==> src/hdl/oritmr_pkg.sv <==
`timescale 1ns / 1ps
`default_nettype none

package oritmr_pkg;

   localparam int AMOUNT_WIDTH    = 32;
   localparam int PERIOD_WIDTH    = 32;
   localparam int COUNT_WIDTH     = 32;
   localparam int REMAIN_WIDTH    = 33;
   localparam int OPCODE_WIDTH    = 3;
   localparam int CSR_INDEX_WIDTH = 1;
   localparam int CSR_DATA_WIDTH  = 32;

   localparam logic [COUNT_WIDTH-1:0] COUNT_MAX = '1;

   typedef enum logic [OPCODE_WIDTH-1:0] {
      OP_TICK     = 3'd0,
      OP_RESET    = 3'd1,
      OP_PAUSE    = 3'd2,
      OP_UNPAUSE  = 3'd3,
      OP_SET      = 3'd4,
      OP_FINISH   = 3'd5,
      OP_ALMOST   = 3'd6,
      OP_NOP      = 3'd7
   } opcode_type;

   typedef enum logic [CSR_INDEX_WIDTH-1:0] {
      CSR_PERIOD    = 1'b0,
      CSR_REPEATING = 1'b1
   } csr_index_type;

endpackage

`default_nettype wire

==> src/hdl/oritmr_div.sv <==
`timescale 1ns / 1ps
`default_nettype none

module oritmr_div #(
   parameter int TIME_WIDTH = 32
) (
   input  wire logic                                  clock,
   input  wire logic                                  reset,
   input  wire logic                                  start,
   input  wire logic [TIME_WIDTH-1:0]                 dividend,
   input  wire logic [oritmr_pkg::PERIOD_WIDTH-1:0]   divisor,
   output logic                                       done,
   output logic [oritmr_pkg::COUNT_WIDTH-1:0]         quotient,
   output logic [TIME_WIDTH-1:0]                      remainder
);

   localparam int CW = $clog2(TIME_WIDTH);
   localparam int MW = (TIME_WIDTH > oritmr_pkg::PERIOD_WIDTH) ?
                       TIME_WIDTH : oritmr_pkg::PERIOD_WIDTH;
   localparam int PW = oritmr_pkg::PERIOD_WIDTH;

   logic [TIME_WIDTH-1:0] dvd_ff, dvd_in;
   logic [PW-1:0]         rem_ff, rem_in;
   logic [CW-1:0]         cnt_ff, cnt_in;
   logic                  busy_ff, busy_in;
   logic                  done_ff, done_in;

   logic [PW:0]           trial;
   logic [PW:0]           diff;
   logic                  ge;
   logic [MW-1:0]         q_ext;
   logic [MW-1:0]         r_ext;

   // One quotient bit per cycle: shift the next dividend bit into the
   // partial remainder and subtract the divisor when it fits.
   always_comb begin
      trial = {rem_ff, dvd_ff[TIME_WIDTH-1]};
      diff  = trial - {1'b0, divisor};
      ge    = (trial >= {1'b0, divisor});
   end

   always_comb begin
      dvd_in  = dvd_ff;
      rem_in  = rem_ff;
      cnt_in  = cnt_ff;
      busy_in = busy_ff;
      done_in = 1'b0;
      if (start) begin
         dvd_in  = dividend;
         rem_in  = '0;
         cnt_in  = '0;
         busy_in = 1'b1;
      end else if (busy_ff) begin
         rem_in = ge ? diff[PW-1:0] : trial[PW-1:0];
         dvd_in = {dvd_ff[TIME_WIDTH-2:0], ge};
         cnt_in = cnt_ff + CW'(1);
         if (cnt_ff == CW'(TIME_WIDTH - 1)) begin
            busy_in = 1'b0;
            done_in = 1'b1;
         end
      end
   end

   always_ff @(posedge clock) begin
      if (reset) begin
         busy_ff <= 1'b0;
         done_ff <= 1'b0;
      end else begin
         busy_ff <= busy_in;
         done_ff <= done_in;
      end
      dvd_ff <= dvd_in;
      rem_ff <= rem_in;
      cnt_ff <= cnt_in;
   end

   always_comb begin
      q_ext     = MW'(dvd_ff);
      r_ext     = MW'(rem_ff);
      quotient  = (q_ext > MW'(oritmr_pkg::COUNT_MAX)) ?
                  oritmr_pkg::COUNT_MAX : q_ext[oritmr_pkg::COUNT_WIDTH-1:0];
      remainder = r_ext[TIME_WIDTH-1:0];
   end

   assign done = done_ff;

endmodule

`default_nettype wire

==> src/hdl/once_or_repeating_interval_timer_top.sv <==
// Interval timer in one-shot or repeating mode, driven by one command per
// transfer (tick, reset, pause, unpause, set elapsed, finish, almost finish,
// no-op) and answering each with one result transfer that shows the state
// after the command. A command is taken once the previous one has passed
// through the emit state, except that a tick, finish or almost finish that
// completes a repeating timer with a nonzero period first runs the bit-serial
// divider for the quotient and remainder, one bit per cycle. A finished
// result waits in the output register, so the next command is taken while it
// is still stalled; only a second result waits for the first.
// The period and mode registers may be written only while no command is in
// flight.
`timescale 1ns / 1ps
`default_nettype none

module once_or_repeating_interval_timer_top #(
   parameter int TIME_WIDTH = 32
) (
   input  wire logic                                    clock,
   input  wire logic                                    reset,

   input  wire logic                                    req_valid,
   output logic                                         req_stall,
   input  wire logic [oritmr_pkg::OPCODE_WIDTH-1:0]     req_opcode,
   input  wire logic [oritmr_pkg::AMOUNT_WIDTH-1:0]     req_amount,

   output logic                                         rsp_valid,
   input  wire logic                                    rsp_stall,
   output logic [oritmr_pkg::AMOUNT_WIDTH-1:0]          rsp_elapsed_now,
   output logic signed [oritmr_pkg::REMAIN_WIDTH-1:0]   rsp_remaining_now,
   output logic                                         rsp_done_res,
   output logic [oritmr_pkg::COUNT_WIDTH-1:0]           rsp_completions,
   output logic                                         rsp_halted,

   input  wire logic                                    csr_valid,
   output logic                                         csr_ready,
   input  wire logic [oritmr_pkg::CSR_INDEX_WIDTH-1:0]  csr_index,
   input  wire logic [oritmr_pkg::CSR_DATA_WIDTH-1:0]   csr_wdata
);

   localparam int PW = oritmr_pkg::PERIOD_WIDTH;
   localparam int MW = (TIME_WIDTH > PW) ? TIME_WIDTH : PW;
   localparam int SW = MW + 1;
   localparam int CNT = oritmr_pkg::COUNT_WIDTH;

   typedef enum logic [2:0] {
      ST_IDLE = 3'b001,
      ST_DIV  = 3'b010,
      ST_EMIT = 3'b100
   } state_type;

   state_type             state_ff, state_in;

   logic [PW-1:0]         period_ff, period_in;
   logic                  repeating_ff, repeating_in;
   logic [TIME_WIDTH-1:0] elapsed_ff, elapsed_in;
   logic                  finished_ff, finished_in;
   logic [CNT-1:0]        count_ff, count_in;
   logic                  paused_ff, paused_in;

   logic                  rsp_valid_ff, rsp_valid_in;
   logic [oritmr_pkg::AMOUNT_WIDTH-1:0]  rsp_elapsed_ff, rsp_elapsed_in;
   logic [oritmr_pkg::REMAIN_WIDTH-1:0]  rsp_remain_ff, rsp_remain_in;
   logic                  rsp_done_ff, rsp_done_in;
   logic [CNT-1:0]        rsp_count_ff, rsp_count_in;
   logic                  rsp_halted_ff, rsp_halted_in;

   logic                  accept;
   logic                  slot_free;
   oritmr_pkg::opcode_type op;
   logic [SW-1:0]         target_src;
   logic [TIME_WIDTH-1:0] target;
   logic [MW-1:0]         target_ext;
   logic [MW-1:0]         period_ext;
   logic                  reaches;
   logic [MW-1:0]         elapsed_ext;
   logic [SW-1:0]         remain_full;

   logic                  div_start;
   logic                  div_done;
   logic [CNT-1:0]        div_quotient;
   logic [TIME_WIDTH-1:0] div_remainder;

   assign accept    = req_valid && state_ff == ST_IDLE;
   assign req_stall = state_ff != ST_IDLE;
   assign slot_free = !rsp_valid_ff || !rsp_stall;
   assign csr_ready = 1'b1;
   assign op        = oritmr_pkg::opcode_type'(req_opcode);

   always_comb begin
      unique case (op)
         oritmr_pkg::OP_TICK:   target_src = SW'(elapsed_ff) + SW'(req_amount);
         oritmr_pkg::OP_SET:    target_src = SW'(req_amount);
         oritmr_pkg::OP_FINISH: target_src = SW'(period_ff);
         oritmr_pkg::OP_ALMOST: target_src = (period_ff == '0) ? '0 :
                                             SW'(period_ff) - SW'(1);
         default:               target_src = '0;
      endcase
      target     = (|target_src[SW-1:TIME_WIDTH]) ? '1 : target_src[TIME_WIDTH-1:0];
      target_ext = MW'(target);
      period_ext = MW'(period_ff);
      reaches    = target_ext >= period_ext;
   end

   always_comb begin
      state_in     = state_ff;
      elapsed_in   = elapsed_ff;
      finished_in  = finished_ff;
      count_in     = count_ff;
      paused_in    = paused_ff;
      div_start    = 1'b0;
      period_in    = period_ff;
      repeating_in = repeating_ff;

      if (csr_valid) begin
         unique case (oritmr_pkg::csr_index_type'(csr_index))
            oritmr_pkg::CSR_PERIOD:    period_in    = csr_wdata[PW-1:0];
            oritmr_pkg::CSR_REPEATING: repeating_in = csr_wdata[0];
            default:                   period_in    = period_ff;
         endcase
      end

      unique case (state_ff)
         ST_IDLE: begin
            if (accept) begin
               state_in = ST_EMIT;
               unique case (op)
                  oritmr_pkg::OP_TICK, oritmr_pkg::OP_FINISH,
                  oritmr_pkg::OP_ALMOST: begin
                     if (paused_ff) begin
                        count_in = '0;
                        if (repeating_ff) begin
                           finished_in = 1'b0;
                        end
                     end else if (!repeating_ff && finished_ff) begin
                        count_in = '0;
                     end else begin
                        elapsed_in  = target;
                        finished_in = reaches;
                        if (!reaches) begin
                           count_in = '0;
                        end else if (!repeating_ff) begin
                           count_in   = CNT'(1);
                           elapsed_in = period_ext[TIME_WIDTH-1:0];
                        end else if (period_ff == '0) begin
                           count_in   = oritmr_pkg::COUNT_MAX;
                           elapsed_in = '0;
                        end else begin
                           div_start = 1'b1;
                           state_in  = ST_DIV;
                        end
                     end
                  end
                  oritmr_pkg::OP_RESET: begin
                     elapsed_in  = '0;
                     finished_in = 1'b0;
                     count_in    = '0;
                  end
                  oritmr_pkg::OP_PAUSE:   paused_in  = 1'b1;
                  oritmr_pkg::OP_UNPAUSE: paused_in  = 1'b0;
                  oritmr_pkg::OP_SET:     elapsed_in = target;
                  default:                paused_in  = paused_ff;
               endcase
            end
         end
         ST_DIV: begin
            if (div_done) begin
               elapsed_in = div_remainder;
               count_in   = div_quotient;
               state_in   = ST_EMIT;
            end
         end
         ST_EMIT: begin
            if (slot_free) begin
               state_in = ST_IDLE;
            end
         end
         default: state_in = ST_IDLE;
      endcase
   end

   always_comb begin
      elapsed_ext    = MW'(elapsed_ff);
      remain_full    = SW'(period_ff) - SW'(elapsed_ff);
      rsp_valid_in   = rsp_valid_ff;
      rsp_elapsed_in = rsp_elapsed_ff;
      rsp_remain_in  = rsp_remain_ff;
      rsp_done_in    = rsp_done_ff;
      rsp_count_in   = rsp_count_ff;
      rsp_halted_in  = rsp_halted_ff;
      if (state_ff == ST_EMIT && slot_free) begin
         rsp_valid_in   = 1'b1;
         rsp_elapsed_in = elapsed_ext[oritmr_pkg::AMOUNT_WIDTH-1:0];
         rsp_remain_in  = remain_full[oritmr_pkg::REMAIN_WIDTH-1:0];
         rsp_done_in    = finished_ff;
         rsp_count_in   = count_ff;
         rsp_halted_in  = paused_ff;
      end else if (rsp_valid_ff && !rsp_stall) begin
         rsp_valid_in = 1'b0;
      end
   end

   always_ff @(posedge clock) begin
      if (reset) begin
         state_ff     <= ST_IDLE;
         period_ff    <= '0;
         repeating_ff <= 1'b0;
         elapsed_ff   <= '0;
         finished_ff  <= 1'b0;
         count_ff     <= '0;
         paused_ff    <= 1'b0;
         rsp_valid_ff <= 1'b0;
      end else begin
         state_ff     <= state_in;
         period_ff    <= period_in;
         repeating_ff <= repeating_in;
         elapsed_ff   <= elapsed_in;
         finished_ff  <= finished_in;
         count_ff     <= count_in;
         paused_ff    <= paused_in;
         rsp_valid_ff <= rsp_valid_in;
      end
      rsp_elapsed_ff <= rsp_elapsed_in;
      rsp_remain_ff  <= rsp_remain_in;
      rsp_done_ff    <= rsp_done_in;
      rsp_count_ff   <= rsp_count_in;
      rsp_halted_ff  <= rsp_halted_in;
   end

   oritmr_div #(
      .TIME_WIDTH (TIME_WIDTH)
   ) u_div (
      .clock     (clock),
      .reset     (reset),
      .start     (div_start),
      .dividend  (target),
      .divisor   (period_ff),
      .done      (div_done),
      .quotient  (div_quotient),
      .remainder (div_remainder)
   );

   assign rsp_valid         = rsp_valid_ff;
   assign rsp_elapsed_now   = rsp_elapsed_ff;
   assign rsp_remaining_now = $signed(rsp_remain_ff);
   assign rsp_done_res      = rsp_done_ff;
   assign rsp_completions   = rsp_count_ff;
   assign rsp_halted        = rsp_halted_ff;

endmodule

`default_nettype wire

==> config.mk <==
export PLATFORM = sky130hd
export DESIGN_NAME = once_or_repeating_interval_timer_top
export DESIGN_NICKNAME = d
export VERILOG_FILES = /design/src/hdl/oritmr_pkg.sv /design/src/hdl/oritmr_div.sv /design/src/hdl/once_or_repeating_interval_timer_top.sv
export SDC_FILE = /design/constraint.sdc
export NUM_CORES = 1
export LEC_CHECK = 0
export BUFFER_PORTS_ARGS = -buffer_cell sky130_fd_sc_hd__buf_2
export CAP_MARGIN = 20
export CORE_AREA = 2 2 183 185
export CTS_CLUSTER_DIAMETER = 80
export DETAILED_ROUTE_END_ITERATION = 10
export DIE_AREA = 0 0 185 187
export HOLD_SLACK_MARGIN = 0.15
export PLACE_DENSITY = 0.85
export SLEW_MARGIN = 0
export SYNTH_ARGS = -nofsm -noshare
export SYNTH_HDL_FRONTEND = slang
export SYNTH_SLANG_ARGS = --single-unit
==> constraint.sdc <==
create_clock -name clock -period 7.95 [get_ports clock]
set_clock_uncertainty 0.2 [all_clocks]
set_input_delay 2.385 -clock clock [delete_from_list [all_inputs] [get_ports clock]]
set_output_delay 2.385 -clock clock [all_outputs]
set_load 0.01 [all_outputs]
* After elaboration in Yosys (flattened, before gate mapping)
Cells that the tools add are included.
W data, S select, Z words.
** Storage, ports and cells
- Logic and storage cells :: 127
- Bits in registers :: 273
** Operators by class
- Bitwise gates (word level) :: 2
- Eq/ne operators :: 21
- Order comparisons :: 3
- Reductions and logical operators :: 24
- Add/sub/neg operators :: 5
- Muxes and demuxes :: 54
** Operators with widths (count)
- $mux W32 :: 19
- $pmux W32 S2 :: 3
- $pmux W33 S4 :: 1
- $pmux W32 S3 :: 1
- $add A32 B32 Y33 :: 1
- $ge A33 B32 Y1 :: 1
- $mux W33 :: 1
- $sub A32 B1 Y33 const B :: 1
- $sub A32 B32 Y33 :: 1
- $ge A32 B32 Y1 :: 1
- $gt A32 B32 Y1 const B :: 1
- $logic_not A32 Y1 :: 1
- $sub A32 B32 Y32 :: 1
- $mux W3 :: 9
- $mux W1 :: 17
- $eq A3 B3 Y1 const B :: 4
- $ne A3 B3 Y1 const B :: 4
- $reduce_and A5 Y1 :: 2
- $reduce_bool A2 Y1 :: 5
- $eq A3 B2 Y1 const B :: 3
- $pmux W3 S3 :: 1
- $ne A7 B7 Y1 const B :: 1
- $eq A3 B1 Y1 const B :: 2
- $ne A3 B1 Y1 const B :: 2
- 15 further kinds :: 26

* Logic depth before layout (Yosys ltp)
- Depth after elaboration :: 12
- Mapped depth :: 25

* Cells and area by module
A second synthesis with hierarchy kept.
** Unflattened totals
- Cell total of the unflattened synthesis :: 2034
- Area total of the unflattened synthesis :: 17924.7 um^2
** By module, submodules not included
- once_or_repeating_interval_timer_top :: sequential area each 5034.8 um^2, cells an instance 1509, instances 1, area each 13101.3 um^2
- oritmr_div :: sequential area each 1741.7 um^2, cells an instance 525, instances 1, area each 4823.4 um^2

* Least setup slack after synthesis
OpenSTA, ideal clock, no wires.
- Path kind :: in2reg
- From :: in rsp_stall
- To :: reg rsp_count_ff[0] (netlist: rsp_completions[0]), enable pin
- Path buffers :: 0
- Slack :: -0.024 ns
- Stages on the path :: 1
- Data arrival time :: 7.185 ns
- Cells stage by stage :: a21oi_1
** Between the ends
- Longest elaborated chain between the ends :: 3
** RTL lines
- from (decl) :: line once_or_repeating_interval_timer_top.sv:27 : input wire logic rsp_stall,
- $logic_not A1 Y1 :: line once_or_repeating_interval_timer_top.sv:85 : assign slot_free = !rsp_valid_ff || !rsp_stall;
- $logic_or A1 B1 Y1 :: line once_or_repeating_interval_timer_top.sv:85
- $logic_and A1 B1 Y1 :: line once_or_repeating_interval_timer_top.sv:190 : if (state_ff == ST_EMIT && slot_free) begin
- to (signal assigned) :: line once_or_repeating_interval_timer_top.sv:225 : rsp_count_ff <= rsp_count_in;
- to (decl) :: line once_or_repeating_interval_timer_top.sv:64 : logic [CNT-1:0] rsp_count_ff, rsp_count_in;
Every way passes these cells.
A chain may end at the register's enable or synchronous reset.

* Worst setup path after layout
- From :: in req_amount[0] (netlist name)
- To :: reg elapsed_ff[19] (netlist: elapsed_ext[19])
** Between the ends
- Longest elaborated chain between the ends :: 11
** RTL lines
- from (decl) :: line once_or_repeating_interval_timer_top.sv:24 : input wire logic [oritmr_pkg::AMOUNT_WIDTH-1:0] req_amount,
- $add A32 B32 Y33 :: line once_or_repeating_interval_timer_top.sv:91 : oritmr_pkg::OP_TICK: target_src = SW'(elapsed_ff) + SW'(req_amount);
- $pmux W33 S4 (*) :: line once_or_repeating_interval_timer_top.sv:90 : unique case (op)
- $mux W32 (*) :: line once_or_repeating_interval_timer_top.sv:98 : target = (|target_src[SW-1:TIME_WIDTH]) ? '1 : target_src[TIME_WIDTH-1:0];
- branches (longest 5 deep; another with $ge A32 B32 Y1)
- $pmux W32 S3 (*) :: line once_or_repeating_interval_timer_top.sv:126 : unique case (op)
- $mux W32 (*) :: line once_or_repeating_interval_timer_top.sv:124 : if (accept) begin
- $pmux W32 S2 (*) :: line once_or_repeating_interval_timer_top.sv:122 : unique case (state_ff)
- to (signal assigned) :: line once_or_repeating_interval_timer_top.sv:216 : elapsed_ff <= elapsed_in;
- to (decl) :: line once_or_repeating_interval_timer_top.sv:55 : logic [TIME_WIDTH-1:0] elapsed_ff, elapsed_in;
Mark *: on every way between the ends. The select of a mux whose other input is x is not followed.

==> flow_summary.toml <==
[die]
dieArea_sq_um = 34600
coreArea_sq_um = 32860
io_pins = 175
fp-row-count = 67
die_x_um = 185
start_util = 0.5413
die_h_um = 187

[logic_synthesis]
synth_edf_count = 131
async_flop_share = 0
ys_dominant_reg_cell = "dfxtp_1"
synth_cells = 2060
synth_top_cell_by_area = "edfxtp_1"
synth_area_sq_um = 17790
synth_cell_types = 87
synth_area_leaders = "edfxtp_1 22%, dfxtp_1 16%, ha_1 9.2%"
synth-seq-cells = 273
synth.top_cell.area_share = 0.2211
yosysSeqAreaShare = 0.3810
avgSynthCellArea_sq_um = 8.635
synth_nets = 2267
ys_warn_count = 0

[routing]
routed_via_density = 6.332
drt_pass1_iterations = 6
drc = 0
wl_um = 58950
post_drt_wl_per_cell_um = 21.66
num_vias = 17229
ant_nets = 0
drt_iter0_drc = 1716

[clock_tree]
clock_latency_ns = 0.58
cts_buffers = 29
root_buffer = "clkbuf_16"
cts_buffer_depth = 3
cts_tree = "yes"
cts_sinks = 273
cts-htree-levels = 1
cts.clk_slew.worst_paths_ns = 0.07

[finish]
final_common_cell = "nand2_1"
register_area_sq_um = 6778
final_area_sq_um = 20710
synthToLayoutAreaGrowth_pct = 16.44
antenna_cells = 0
layout-drive-gt1-share = 0.1610
fin_nets = 2457
final_cells = 2721
layout_common_cells = "288 x nand2_1, 211 x a21oi_1, 172 x buf_2, 141 x nor2_1, 141 x dfxtp_1"
fillers = 2810
multi_input_area_sq_um = 10220

[global_routing]
grt_max_degree = 80
grt_pass1_wl_um = 91400
grt_use_total = 0.3359
grt_pass1_vias = 16899
antenna_found_initial = 0
overflow = 0

[timing]
fmax_mhz = 132.4
relSlewSlack = 0.2447
period_needed_ns = 7.554
setup_violations = 0
drv_slew = 0
hold_violations = 0
final.period_utilization = 0.9502
rsz0062_at_grt = "no"
tightest_slew_ns = 1.133

[critical_path]
crit_type = "in -> reg"
cp_slowest_cell = "a2111oi_1"
cp-start-kind = "input pin"
worstPathArrival_ns = 7.80
endpoint_kind = "register"
crit_buf_inv = 7
critPathMaxFanout = 8
crit_family = "compound AO/OA/AOI/OAI gates"
slowest_delay_ns = 0.45
crit_top_cell = "a21oi_1"
cp_data_required_time_ns = 8.19

[pwr]
power_uw = 5638
powerDensity_nw_per_um2 = 272.2
ir_drop_mv = 0.1859
leakagePower_uw = 0.008498

[placement]
dp_hpwl_um = 44130
place_congestion = 0.9967
dp_cells = 2667
dpl_cell_area_sq_um = 19640
portBuffers = 173

[run]
cap_violations = 0

[status]
run_status = "complete, no violations"

[worst_hold_path]
hold_path_class = "reg -> reg"
-- logic make-up (layout without fill, tap and decap cells) --
kind of cell	Yosys count	in the layout	synth area share
multiplexers	22	22	0.01266
buffers and inverters	220	433	0.04860
AO/OA/AOI/OAI	672	672	0.2528
adder cells (fa/ha/maj)	134	134	0.09552
XOR/XNOR	84	84	0.04136
AND/OR/NAND/NOR	654	654	0.1679
flip-flops	273	273	0.3810
other	1	1	0.0002108
-- timing repair --
action                                  in CTS  in global routing
endpoints found under the setup margin       0                 13
resized for setup                            0                  4
hold buffers                                 0                  0
buffers inserted                             0                  0
-- metrics by stage --
stage | util | setup WS (ns) | setup TNS (ns) | hold slack (ns)
after floorplan | - | 0.1449 | 0 | 0.2090
after global placement | 0.5978 | 0.07532 | 0 | 0.2178
after detailed placement | 0.5978 | -0.2643 | -2.166 | 0.2164
after CTS | 0.6298 | 0.3027 | 0 | 0.2314
after global routing | 0.6303 | 0.02973 | 0 | 0.2385
final | 0.6303 | 0.3961 | 0 | 0.2319
-- state kept, by name (all words and copies together) (netlist names) --
name / count
elapsed_ext: 32
u_div.remainder: 32
u_div.dvd_ff: 32
u_div.done: 1
repeating_ff: 1
rsp_valid: 1
rsp_done_res: 1
rsp_completions: 32
state_ff: 3
rsp_halted: 1
count_ff: 32
finished_ff: 1
paused_ff: 1
rsp_elapsed_now: 32
u_div.busy_ff: 1
rsp_remaining_now: 33
period_ext: 32
u_div.cnt_ff: 5
-- metal layers --
layer	part of all wire	wire (um)	vias up	GRT usage
met2	0.46	27220	898	0.5458
li1	-	-	7968	-
met1	0.39	22860	8108	0.4117
met4	0.078	4605	0	0.2308
met5	0	0	-	0
met3	0.072	4265	255	0.04692
-- cell type report --
type | instances | area share
flip-flops and latches | 273 | 0.3272
clock inverters | 17 | 0.01226
well taps | 448 | 0.02706
clock buffers | 37 | 0.03848
inverters | 107 | 0.01939
multi-input cells | 1567 | 0.4935
repair buffers | 272 | 0.08203
-- synthesized netlist by cell type, types with 8 or more instances --
cell type    n
a2111oi_0   16
a211oi_1    42
a211oi_2    10
a21o_1      52
a21oi_1    212
a221o_1     21
a221oi_1    14
a222oi_1     8
a31oi_1     21
and2_1      10
and3_1      16
buf_2       10
clkbuf_1    90
dfxtp_1    142
edfxtp_1   131
ha_1       131
inv_1      106
mux2i_1     18
nand2_1    288
nand2b_1    26
nand3_1     35
nand4_1     18
nor2_1     143
nor2b_1     15
nor3_1      51
nor4_1      11
o2111ai_1    8
o211ai_1    31
o21a_1      18
o21ai_0    119
o21bai_1    16
o32ai_1      9
or2_2        9
xnor2_1     55
xor2_1      29
-- power by group --
group | internal [uW] | total (uW) | leakage, uW | switching [uW]
Combinational | 965 | 2320 | 0.00565 | 1350
Clock | 906 | 1500 | 0.000509 | 598
Sequential | 1640 | 1810 | 0.00234 | 171
-- path summary, 6_finish.rpt --
check	start	end	slack (ns)	depth (start not counted)
max	req_amount[0]	elapsed_ext[19]	0.40	25
min reg2reg	count_ff[0]	rsp_completions[0]	0.23	0
max reg2reg	period_ext[0]	elapsed_ext[13]	1.20	24
min	count_ff[0]	rsp_completions[0]	0.23	0
Note: power is estimated with default switching activity, not from simulation.
